## src/hdl/gsa_pkg.sv

```systemverilog
// Shared constants, types and helper functions of the generational slot allocator.
package gsa_pkg;
    localparam int MAX_SLOTS   = 1024;
    localparam int SLOT_W      = $clog2(MAX_SLOTS);
    localparam int GEN_W       = 16;
    localparam int WORD_BITS   = 32;
    localparam int WORD_W      = $clog2(WORD_BITS);
    localparam int MAP_WORDS   = (MAX_SLOTS + WORD_BITS - 1) / WORD_BITS;
    localparam int MAP_W       = $clog2(MAP_WORDS);
    localparam int DEFER_DEPTH = 64;
    localparam int DEFER_W     = $clog2(DEFER_DEPTH);
    localparam int EXT_W       = SLOT_W + 1;
    localparam int CNT_W       = DEFER_W + 1;

    typedef enum logic [2:0] {
        OP_CREATE  = 3'd0,
        OP_DESTROY = 3'd1,
        OP_CHECK   = 3'd2,
        OP_DEFER   = 3'd3,
        OP_FLUSH   = 3'd4,
        OP_CLEAR   = 3'd5
    } t_op;

    localparam logic [1:0] ST_OK     = 2'd0;
    localparam logic [1:0] ST_FULL   = 2'd1;
    localparam logic [1:0] ST_QFULL  = 2'd2;
    localparam logic [1:0] ST_RANGE  = 2'd3;

    typedef enum logic [3:0] {
        S_IDLE, S_EXEC, S_FIND, S_GENW, S_SET, S_CHK, S_QRD, S_QMAP, S_OUT
    } t_state;

    typedef struct packed {
        logic load;
        logic rd_alloc;
        logic rd_id;
        logic rd_gen;
        logic res_full;
        logic res_range;
        logic alloc;
        logic gen_wr;
        logic set_free;
        logic chk;
        logic defer;
        logic clear;
        logic q_rd;
        logic q_map;
        logic flush_end;
        logic out_load;
    } t_cmd;

    typedef struct packed {
        t_op  op;
        logic avail_any;
        logic id_range;
        logic flush_done;
        logic out_free;
    } t_sts;

    // Lowest set bit of a map word; zero when the word is empty.
    function automatic logic [WORD_W-1:0] first_set(input logic [WORD_BITS-1:0] w);
        logic [WORD_W-1:0] idx;
        idx = '0;
        for (int k = WORD_BITS - 1; k >= 0; k--) begin
            if (w[k]) idx = WORD_W'(k);
        end
        return idx;
    endfunction

    // Lowest word that still holds a free slot.
    function automatic logic [MAP_W-1:0] first_word(input logic [MAP_WORDS-1:0] w);
        logic [MAP_W-1:0] idx;
        idx = '0;
        for (int k = MAP_WORDS - 1; k >= 0; k--) begin
            if (w[k]) idx = MAP_W'(k);
        end
        return idx;
    endfunction
endpackage

```

## src/hdl/gsa_ctrl.sv

```systemverilog
// Sequencing state machine of the slot allocator.
module gsa_ctrl import gsa_pkg::*; (
    input  logic   i_clk,
    input  logic   i_rst_n,
    input  logic   i_valid,
    output logic   o_stall,
    input  t_sts   i_sts,
    output t_cmd   o_cmd
);
    t_state r_state, n_state;

    always_ff @(posedge i_clk) begin
        if (!i_rst_n) r_state <= S_IDLE;
        else r_state <= n_state;
    end

    always_comb begin
        n_state = r_state;
        o_cmd   = '0;
        o_stall = (r_state != S_IDLE);
        case (r_state)
            S_IDLE: begin
                if (i_valid) begin
                    o_cmd.load = 1'b1;
                    n_state = S_EXEC;
                end
            end
            S_EXEC: begin
                n_state = S_OUT;
                case (i_sts.op)
                    OP_CREATE: begin
                        if (i_sts.avail_any) begin
                            o_cmd.rd_alloc = 1'b1;
                            n_state = S_FIND;
                        end else begin
                            o_cmd.res_full = 1'b1;
                        end
                    end
                    OP_DESTROY: begin
                        if (i_sts.id_range) begin
                            o_cmd.res_range = 1'b1;
                        end else begin
                            o_cmd.rd_id = 1'b1;
                            n_state = S_SET;
                        end
                    end
                    OP_CHECK: begin
                        if (i_sts.id_range) begin
                            o_cmd.res_range = 1'b1;
                        end else begin
                            o_cmd.rd_gen = 1'b1;
                            n_state = S_CHK;
                        end
                    end
                    OP_DEFER: o_cmd.defer = 1'b1;
                    OP_FLUSH: n_state = S_QRD;
                    OP_CLEAR: o_cmd.clear = 1'b1;
                    default: n_state = S_OUT;
                endcase
            end
            S_FIND: begin
                o_cmd.alloc = 1'b1;
                n_state = S_GENW;
            end
            S_GENW: begin
                o_cmd.gen_wr = 1'b1;
                n_state = S_OUT;
            end
            S_SET: begin
                o_cmd.set_free = 1'b1;
                n_state = (i_sts.op == OP_FLUSH) ? S_QRD : S_OUT;
            end
            S_CHK: begin
                o_cmd.chk = 1'b1;
                n_state = S_OUT;
            end
            S_QRD: begin
                if (i_sts.flush_done) begin
                    o_cmd.flush_end = 1'b1;
                    n_state = S_OUT;
                end else begin
                    o_cmd.q_rd = 1'b1;
                    n_state = S_QMAP;
                end
            end
            S_QMAP: begin
                o_cmd.q_map = 1'b1;
                n_state = S_SET;
            end
            S_OUT: begin
                if (i_sts.out_free) begin
                    o_cmd.out_load = 1'b1;
                    n_state = S_IDLE;
                end
            end
            default: n_state = S_IDLE;
        endcase
    end
endmodule

```

## config.mk

```make
export PLATFORM = sky130hd
export DESIGN_NAME = gsa_ctrl
export DESIGN_NICKNAME = d
export VERILOG_FILES = /design/src/hdl/gsa_pkg.sv /design/src/hdl/gsa_ctrl.sv
export SDC_FILE = /design/constraint.sdc
export NUM_CORES = 1
export LEC_CHECK = 0
export BUFFER_PORTS_ARGS = -buffer_cell sky130_fd_sc_hd__buf_2
export CAP_MARGIN = 20
export CORE_AREA = 2 2 39 41
export DETAILED_ROUTE_END_ITERATION = 16
export DIE_AREA = 0 0 41 43
export GPL_ROUTABILITY_DRIVEN = 0
export PLACE_DENSITY = 0.79
export RECOVER_POWER = 100
export SYNTH_ARGS = -nofsm -noshare
export SYNTH_HDL_FRONTEND = slang
export SYNTH_SLANG_ARGS = --single-unit
```

## constraint.sdc

```tcl
create_clock -name i_clk -period 1.3 [get_ports i_clk]
set_input_delay 0.26 -clock i_clk [delete_from_list [all_inputs] [get_ports i_clk]]
set_output_delay 0.26 -clock i_clk [all_outputs]
set_load 0.1 [all_outputs]
```

==> run metrics, run 1 <==
status did not finish; Failed at 5_1_grt; Run Error [ERROR DPL-0038] Utilization greater than 100%, impossible to legalize; synthesized netlist cell count 65; clock sink count 4; # rows 14; Async S/R FF share, synth 0%; Initial Util 35.0%; largest net degree at the start of global routing 13; Synth area leader dfxtp_1; Top FF cell, synth dfxtp_1; die height 43 um; clock tree buffer depth 2; GRT worst endpoint o_cmd[13]; number of distinct library cells after synthesis 31; CTS root buf clkbuf_4; CTS Buf Count 3; number of synthesized flops with an enable pin 0; synth top area cells dfxtp_1 (17%), nor3_1 (6.2%), nor2_1 (5.4%), and3_1 (5.2%), nand2b_1 (5.2%); Yosys top cell area share 16.5%; H-tree Lvls 1; # port buffers 26; mapped cell area 484 um^2; FF+latch count, synth 4; Die X 41 um; Placed Area 0.00109 mm^2; mean post-synth cell area 7.45 um^2; Post-Syn Nets 75; Post-DP HPWL 1420 um; Seq/Total Area, Yosys 16.5%; YS warnings 0; Worst EP kind output port; Top Ports 27
## metrics by stage
step	std cells	TNS (ns)	worst slack, ns
4_1_cts	133	-6.66	-0.512
2_1_floorplan	65	-6.79	-0.699
3_5_place_dp	118	-2.61	-0.256
3_3_place_gp	118	-2.13	-0.234
## cell usage after synthesis (2+ instances only)
| master | instances |
|---|---|
| buf_2 | 4 |
| and3_1 | 4 |
| and4b_1 | 2 |
| a211oi_1 | 2 |
| a31oi_1 | 3 |
| dfxtp_1 | 4 |
| nor2_1 | 7 |
| nand3_1 | 2 |
| nand2b_1 | 4 |
| inv_1 | 3 |
| nor3_1 | 6 |
| nand2_1 | 4 |
| and2b_1 | 2 |
## timing repair
item / in CTS
resized for setup: 26
pin swaps: 11
hold buffers: 0
setup buffers: 13
setup endpoints to repair: 19
cloned: 0
## cells by family after synthesis
family | after synthesis | synth area share (%)
AOI/OAI and AO/OA | 14 | 21.7
xor gates and xnor gates | 1 | 1.81
buffers and inverters | 8 | 8.79
DFF | 4 | 16.5
and+or+nand+nor | 38 | 51.2
==> run 2: changes to the inputs <==
- CORE_AREA: 2 2 39 41 -> 2 2 63 65
- DIE_AREA: 0 0 41 43 -> 0 0 65 67
- PLACE_DENSITY: 0.79 -> unset
- PLACE_DENSITY_LB_ADDON: unset -> 0.15
- clock period: 1.3 -> 1.7 ns (I/O delays scaled with it)
==> run 2 against run 1 <==
Net effect: the flow now finishes, with violations (negative setup slack); synthesized cell count stayed put; area after synthesis is the same.
==> run metrics, run 2 <==
GRT Util Overall 8.12%; slowest stage delay, CP 0.32 ns; Die X 65 um; largest net degree at the start of global routing 13; Post-DP HPWL 1340 um; CTS root buf clkbuf_8; pwr dens 578 mW/mm^2; initial antenna violation count 0; clk_skew 0.00409 ns; Max-Cap Viols 0; die height 67 um; Total Routed Length 1620 um; mux contribution to synthesized area 0%; critical path, cell by cell nor4b_4, buf_4, and4bb_2, buf_12; ratio of cells with drive above 1 in the final layout 63.6%; # rows 22; Synth area leader dfxtp_1; synthesized netlist cell count 65; global route overflow 0; family with the most delay on the worst path simple AND/OR/NAND/NOR gates; first-pass GRT wire length 2750 um; Starting DRT DRC Count 6; CP max-delay cell dfxtp_2; multi-input logic area 465 um^2; Core ar. 0.00361 mm^2; # port buffers 26; DRC Markers 0; Yosys top cell area share 16.5%; 1st-pass router iterations 4; Async S/R FF share, synth 0%; source of the worst hold timing path i_rst_n; YS warnings 0; H-tree Lvls 1; failing checks negative setup slack; Setup CP Type reg2out; XOR/XNOR share of the synthesized area 1.81%; Final Critical Period 1.84 ns; post-route ant nets 0; R2R setup slack 0.18 ns; Initial Util 13.4%; Reg clk slew, reported paths 0.03 ns; vias in the first global route 603; largest family of logic cells by synthesized area simple AND/OR/NAND/NOR gates; Worst Setup End Kind output port; register area 83.8 um^2; Post-synth top cells nor2_1 (7), nor3_1 (6); highest-count cells in the layout ignoring fill and taps buf_12 (17), buf_2 (9), buf_4 (8); adder-cell share of the synthesized area 0%; RR Endpoint r_state[3]$_SDFFE_PN0P_; register with the most flip-flops r_state; clock tree buffer depth 2; Largest regs r_state: 4 flops; unrepaired setup endpoints after global routing yes; mapped cell area 484 um^2; Largest register FFs 4; Synth Area in Compound Gates 21.7%; Peak supply drop 0.182 mV; Final Hold Slack 0.380 ns; PnR worst setup slack -0.140 ns; class of the worst hold path in2reg; vias per inst 4.22; CTS tree done; clk_lat worst skew 0.22 ns; Slew @ Worst Pin 0.283 ns; fmax 543 MHz; FF+latch count, synth 4; status complete, but fails checks; count of final hold-check violations 0; Finish-stage setup viols 7; final slew viol count 0; number of synthesized flops with an enable pin 0; CTS Buf Count 3; routed length per instance 11.0 um; area grow syn2layout 132%; Top Ports 27; Critical Path Stages 4; mean post-synth cell area 7.45 um^2; fin nets 111; Post-Syn Nets 75; Final period util 108%; Simple-Gate Fraction of Synth Area 51.2%; ANT cells 0; CP max FO 4; die area 0.00436 mm^2; most common cell in the netlist nor2_1; P_leak 0.458 nW; Seq/Total Area, Yosys 16.5%; Place WS -0.0607 ns; number of distinct library cells after synthesis 31; reg2reg path depth 6; critical path startpoint category register; hold-fix buffer count after cts 0; via count 620; Critical Path End o_cmd[11]; fillers 368; CP arrival 1.50 ns; worst path bufs/invs 2; clock sink count 4; Worst Path Required 1.36 ns; synth top area cells dfxtp_1 (17%), nor3_1 (6.2%), nor2_1 (5.4%), and3_1 (5.2%), nand2b_1 (5.2%); crit path from r_state[3]$_SDFFE_PN0P_; RR Startpoint r_state[3]$_SDFFE_PN0P_; Top FF cell, synth dfxtp_1; commonest non-fill, non-tap cell in the layout buf_12; Max-slew headroom 80.9%
run 2: cell counts after synthesis:
No cell type changed its count.
run 2: what timing repair did:
action | 4_1_cts | 5_1_grt
buffers inserted | 3 | 1
setup endpoints to repair | 16 | 10
resized for setup | 9 | 2
pin swaps | 2 | 1
run 2: how the worst min path moves through the flow:
stage                     depth (start not counted)                       to  slack [ns]
after floorplan                                   1  r_state[3]$_SDFFE_PN0P_        0.47
final                                             2  r_state[3]$_SDFFE_PN0P_        0.38
after global routing                              2  r_state[3]$_SDFFE_PN0P_        0.41
after global placement                            2  r_state[3]$_SDFFE_PN0P_        0.62
after CTS                                         2  r_state[3]$_SDFFE_PN0P_        0.39
after detailed placement                          2  r_state[3]$_SDFFE_PN0P_        0.62
run 2: final cells by class:
type | count | area share [%]
flip-flops and latches | 4 | 7.47
multi-input cells | 53 | 41.5
clock buffers | 3 | 3.68
well taps | 48 | 5.35
repair buffers | 36 | 41.0
inverters | 3 | 1.00
run 2: metrics by stage:
stage	util (%)	setup TNS, ns	power [W]	area (um^2)	std cells
global route	31.1	-1.26	0.000675	1120	147
CTS	30.9	-0.938	0.000655	1110	146
detailed placement	28.5	-0.0607	0.000433	1030	140
finish	31.1	-0.812	0.000649	1120	147
floorplan	-	-1.74	0.000322	582	65
global placement	28.5	-0.00114	0.000432	1030	140
run 2: routing by layer:
metal  vias to the layer above  GRT usage (%)  part of all wire (%)
met1                       280           9.26                    44
met5                         -              0                     0
li1                        311              -                     -
met4                         0           3.99                   1.5
met3                         2           3.04                   9.7
met2                        27           13.3                    44
run 2: power breakdown:
part	leakage (nW)	total, W	switching (W)	internal, W
clock network	0.0216	0.000203	0.0000522	0.000151
registers	0.0340	0.000107	0.00000511	0.000102
logic	0.402	0.000338	0.000204	0.000134
run 2: logic make-up after synthesis:
logic type,after synthesis
buf+inv,8
flops,4
compound gates,14
xor+xnor,1
simple gates,38
(Power assumes the default switching activity.)
==> run 3: changes to the inputs <==
- ABC_CLOCK_PERIOD_IN_PS: unset -> 1700
- CTS_BUF_LIST: unset -> sky130_fd_sc_hd__clkbuf_16
==> run 3 against run 2 <==
Net effect: global-route usage rose by 0.28 points; non-clock buffer count shrank 1; via count down 2.6%; the flow still finishes with violations (negative setup slack); highest routed layer unchanged; clock skew rose by 0.00060 ns.
==> run metrics, run 3 (same netlist as run 2, synthesis figures left out) <==
Post-DP HPWL 1340 um; Total Routed Length 1650 um; via count 604; setup_tns -1.18 ns; clk_skew 0.00469 ns; CTS root buf clkbuf_16; 1st-pass router iterations 4; Top Ports 27; Net Sw Frac 34.5%; highest-count cells in the layout ignoring fill and taps buf_12 (13), buf_2 (9), nor2_1 (7); Clock Power Share 46.2%; Seq pwr share 13.2%; # rows 22; Core ar. 0.00361 mm^2; Die X 65 um; critical path, cell by cell nor4b_4, buf_4, and4bb_2, buf_12; Max-slew headroom 80.2%; count of final hold-check violations 0; final std cells w/o fill 146; initial antenna violation count 0; slowest stage delay, CP 0.32 ns; CTS tree done; global route overflow 0; Placed Area 0.00103 mm^2; fillers 378; failing checks negative setup slack; Finish-stage setup viols 10; family with the most delay on the worst path simple AND/OR/NAND/NOR gates; Place WS -0.0607 ns; P_leak 0.461 nW; CP max-delay cell dfxtp_2; worst path bufs/invs 2; fin nets 110; GRT Util Overall 8.40%; overall power 0.000814 W; critical path startpoint category register; routed length per instance 11.3 um; Largest register FFs 4; post-route ant nets 0; largest net degree at the start of global routing 13; die area 0.00436 mm^2; Max-Cap Viols 0; # port buffers 26; ratio of cells with drive above 1 in the final layout 59.2%; final slew viol count 0; status complete, but fails checks; Design Area, Final 0.00111 mm^2; Worst Setup End Kind output port; clock sink count 4; Worst Path Required 1.36 ns; vias in the first global route 607; Final period util 109%; Logic pwr share 40.7%; PnR worst setup slack -0.157 ns; Peak supply drop 0.225 mV; CP arrival 1.52 ns; register with the most flip-flops r_state; clock tree buffer depth 2; Reg clk slew, reported paths 0.03 ns; class of the worst hold path in2reg; internal power 0.000533 W; area grow syn2layout 129%; placed cell count 140; H-tree Lvls 1; first-pass GRT wire length 2790 um; pwr dens 735 mW/mm^2; DRC Markers 0; Psw 0.000280 W; Initial Util 13.4%; fmax 538 MHz; Setup CP Type reg2out; vias per inst 4.14; CTS Buf Count 3; hold-fix buffer count after cts 0; CP max FO 4; ANT cells 0; commonest non-fill, non-tap cell in the layout buf_12; clk_lat worst skew 0.23 ns; Starting DRT DRC Count 11; Slew @ Worst Pin 0.296 ns; die height 67 um; unrepaired setup endpoints after global routing yes; Largest regs r_state: 4 flops; Final Critical Period 1.86 ns
[run 3: through the flow]
| step | utilization (%) | hold WS [ns] |
|---|---|---|
| floorplan | - | 0.466 |
| global placement | 28.5 | 0.618 |
| detailed placement | 28.5 | 0.620 |
| finish | 30.7 | 0.371 |
| global route | 30.7 | 0.400 |
| CTS | 31.9 | 0.386 |
[run 3: area by class of cell]
cell class	count	area [um^2]	area share, %
multi-input combinational	53	453	40.9
tap	48	60.1	5.42
timing repair buffer	35	425	38.4
clock buffer	3	75.1	6.78
inverter	3	11.3	1.02
sequential	4	82.6	7.46
[run 3: what timing repair did]
| item | CTS | global route |
|---|---|---|
| resized for setup | 9 | 0 |
| pin swaps | 3 | 0 |
| endpoints found under the setup margin | 16 | 9 |
| setup buffers | 3 | 0 |
[run 3: power groups by stage]
stage / clock network [W] / registers [W] / logic, W
after floorplan: 0 / 0.000106 / 0.000217
after global placement: 0 / 0.000108 / 0.000325
after detailed placement: 0 / 0.000108 / 0.000325
after CTS: 0.000382 / 0.000107 / 0.000342
after global routing: 0.000385 / 0.000108 / 0.000348
final: 0.000376 / 0.000107 / 0.000331
[run 3: final timing paths]
kind | start | end | slack [ns] | depth (start not counted)
worst max register to register | r_state[2]$_SDFFE_PN0P_ | r_state[3]$_SDFFE_PN0P_ | 0.17 | 6
worst max-delay path | r_state[2]$_SDFFE_PN0P_ | o_cmd[11] | -0.16 | 4
worst min-delay path | i_rst_n | r_state[3]$_SDFFE_PN0P_ | 0.37 | 2
worst min register to register | r_state[0]$_SDFFE_PN0P_ | r_state[2]$_SDFFE_PN0P_ | 0.72 | 3
[run 3: metal layers]
metal  track usage, %  routed length, um  up-vias
li1                 -                  -      307
met1             9.67                753      269
met2             13.0                705       25
met3             3.55                162        3
met4             4.79                 33        0
met5                0                  0        -
==> run 4: changes to the inputs <==
--- a/config.mk
+++ b/config.mk
@@ -11,3 +11,2 @@
 export CORE_AREA = 2 2 63 65
-export CTS_BUF_LIST = sky130_fd_sc_hd__clkbuf_16
 export DETAILED_ROUTE_END_ITERATION = 16
==> constraint.sdc (replaced) <==
create_clock -name i_clk -period 1.7 [get_ports i_clk]
set_input_delay 0.17 -clock i_clk [delete_from_list [all_inputs] [get_ports i_clk]]
set_output_delay 0.17 -clock i_clk [all_outputs]
set_load 0.1 [all_outputs]
==> run 4 against run 3 <==
Net effect: the flow now finishes without violations; cell area fell by 3.8%; global-route usage fell by 0.34 points; clock-buffer cell count did not move; power fell by 24%; worst setup slack improved by 0.16 ns; sequential cell count did not move; maximum frequency rose by 9.4%; sequential power barely moved; via count fell by 1.5%; critical path depth rose by 1; hold slack got worse by 0.15 ns; critical endpoint is now o_cmd[13]; largest power group is now combinational logic.
==> run metrics, run 4 (same netlist as run 2, synthesis figures left out) <==
ANT cells 0; Max-slew headroom 78.6%; ratio of cells with drive above 1 in the final layout 53.7%; Slew @ Worst Pin 0.320 ns; Initial Util 13.4%; status complete, no violations; routed length per instance 11.5 um; Top Ports 27; Post-DP HPWL 1360 um; Peak supply drop 0.191 mV; CP max FO 5; P_leak 0.433 nW; Largest regs r_state: 4 flops; R2R setup slack 0.30 ns; class of the worst hold path in2reg; final std cells w/o fill 143; fmax 589 MHz; Critical Path End o_cmd[13]; hold-fix buffer count after cts 0; # rows 22; placed cell count 139; Max-Cap Viols 0; Worst Setup End Kind output port; highest-count cells in the layout ignoring fill and taps buf_12 (17), buf_2 (9), nor2_1 (7); clock tree buffer depth 2; global route overflow 0; register with the most flip-flops r_state; critical path startpoint category register; Worst Path Required 1.53 ns; die area 0.00436 mm^2; crit path from r_state[1]$_SDFFE_PN0P_; area grow syn2layout 120%; register area 81.3 um^2; # port buffers 26; 1st-pass router iterations 3; Total Routed Length 1650 um; Die X 65 um; Setup CP Type reg2out; Core ar. 0.00361 mm^2; CTS Buf Count 3; GRT Util Overall 8.06%; fillers 384; largest net degree at the start of global routing 13; post-route ant nets 0; pwr dens 580 mW/mm^2; count of final hold-check violations 0; Final Critical Period 1.70 ns; DRC Markers 0; clock sink count 4; CTS tree done; Placed Area 0.00101 mm^2; Starting DRT DRC Count 7; Largest register FFs 4; Design Area, Final 0.00106 mm^2; RR Endpoint r_state[0]$_SDFFE_PN0P_; CTS root buf clkbuf_8; vias in the first global route 587; unrepaired setup endpoints after global routing yes; first-pass GRT wire length 2720 um; die height 67 um; clk_lat worst skew 0.21 ns; reg2reg path depth 5; Reg clk slew, reported paths 0.03 ns; Util after Layout 29.5%; clk_skew 0.00148 ns; multi-input logic area 444 um^2; H-tree Lvls 1; vias per inst 4.16; commonest non-fill, non-tap cell in the layout buf_12; Finish-stage setup viols 0; fin nets 107; RR Startpoint r_state[1]$_SDFFE_PN0P_; Final period util 99.9%; final slew viol count 0; CP arrival 1.53 ns; via count 595; initial antenna violation count 0
[run 4: changes by cell type in the layout (fill, tap and decap cells not counted), sizes merged]
cell,previous run,this run
buf,34,31
[run 4: worst min path at each step]
stage            start  depth (start not counted)                      end
4_1_cts        i_rst_n                          2  r_state[3]$_SDFFE_PN0P_
3_3_place_gp   i_rst_n                          2  r_state[3]$_SDFFE_PN0P_
3_5_place_dp   i_rst_n                          2  r_state[3]$_SDFFE_PN0P_
6_report       i_rst_n                          2  r_state[3]$_SDFFE_PN0P_
2_1_floorplan  i_rst_n                          1  r_state[3]$_SDFFE_PN0P_
5_1_grt        i_rst_n                          2  r_state[3]$_SDFFE_PN0P_
[run 4: where the power goes]
group	internal (W)	switching, W	total (W)	leakage (nW)
Combinational	0.000120	0.000198	0.000319	0.378
Sequential	0.000102	0.00000501	0.000107	0.0331
Clock	0.000150	0.0000416	0.000192	0.0216
Total	0.000372	0.000245	0.000617	0.433
[run 4: critical path: stages, from the launching register on]
cell and delay, ns:
dfxtp_2 0.32, nor4b_4 0.35, and2b_4 0.23, nand2_2 0.07, nor3_4 0.15, buf_12 0.20
[run 4: metrics by stage]
stage | total power [W] | worst slack [ns] | hold slack, ns | setup TNS, ns
5_1_grt | 0.000650 | -0.0958 | 0.224 | -0.317
6_report | 0.000617 | 0.00197 | 0.225 | 0
3_5_place_dp | 0.000430 | 0.192 | 0.451 | 0
2_1_floorplan | 0.000318 | -0.216 | 0.296 | -0.318
4_1_cts | 0.000629 | -0.0196 | 0.235 | -0.0254
3_3_place_gp | 0.000428 | 0.217 | 0.444 | 0
[run 4: cell type report]
cell class	count	share of cell area (%)
inverters	3	1.06
multi-input cells	53	41.7
clock buffers	3	3.88
well taps	48	5.64
flip-flops and latches	4	7.64
repair buffers	32	40.1
[run 4: routing by layer]
metal	up-vias	wire [um]	GRT usage [%]
li1	302	-	-
met1	273	782	9.91
met2	20	770	13.4
met3	0	95	2.53
met4	0	0	2.39
met5	-	0	0
[run 4: repair_timing]
action	in CTS	in global routing
resized for setup	1	2
buffers inserted	0	1
endpoints found under the hold margin	0	0
pin swaps	0	1
setup endpoints to repair	1	6
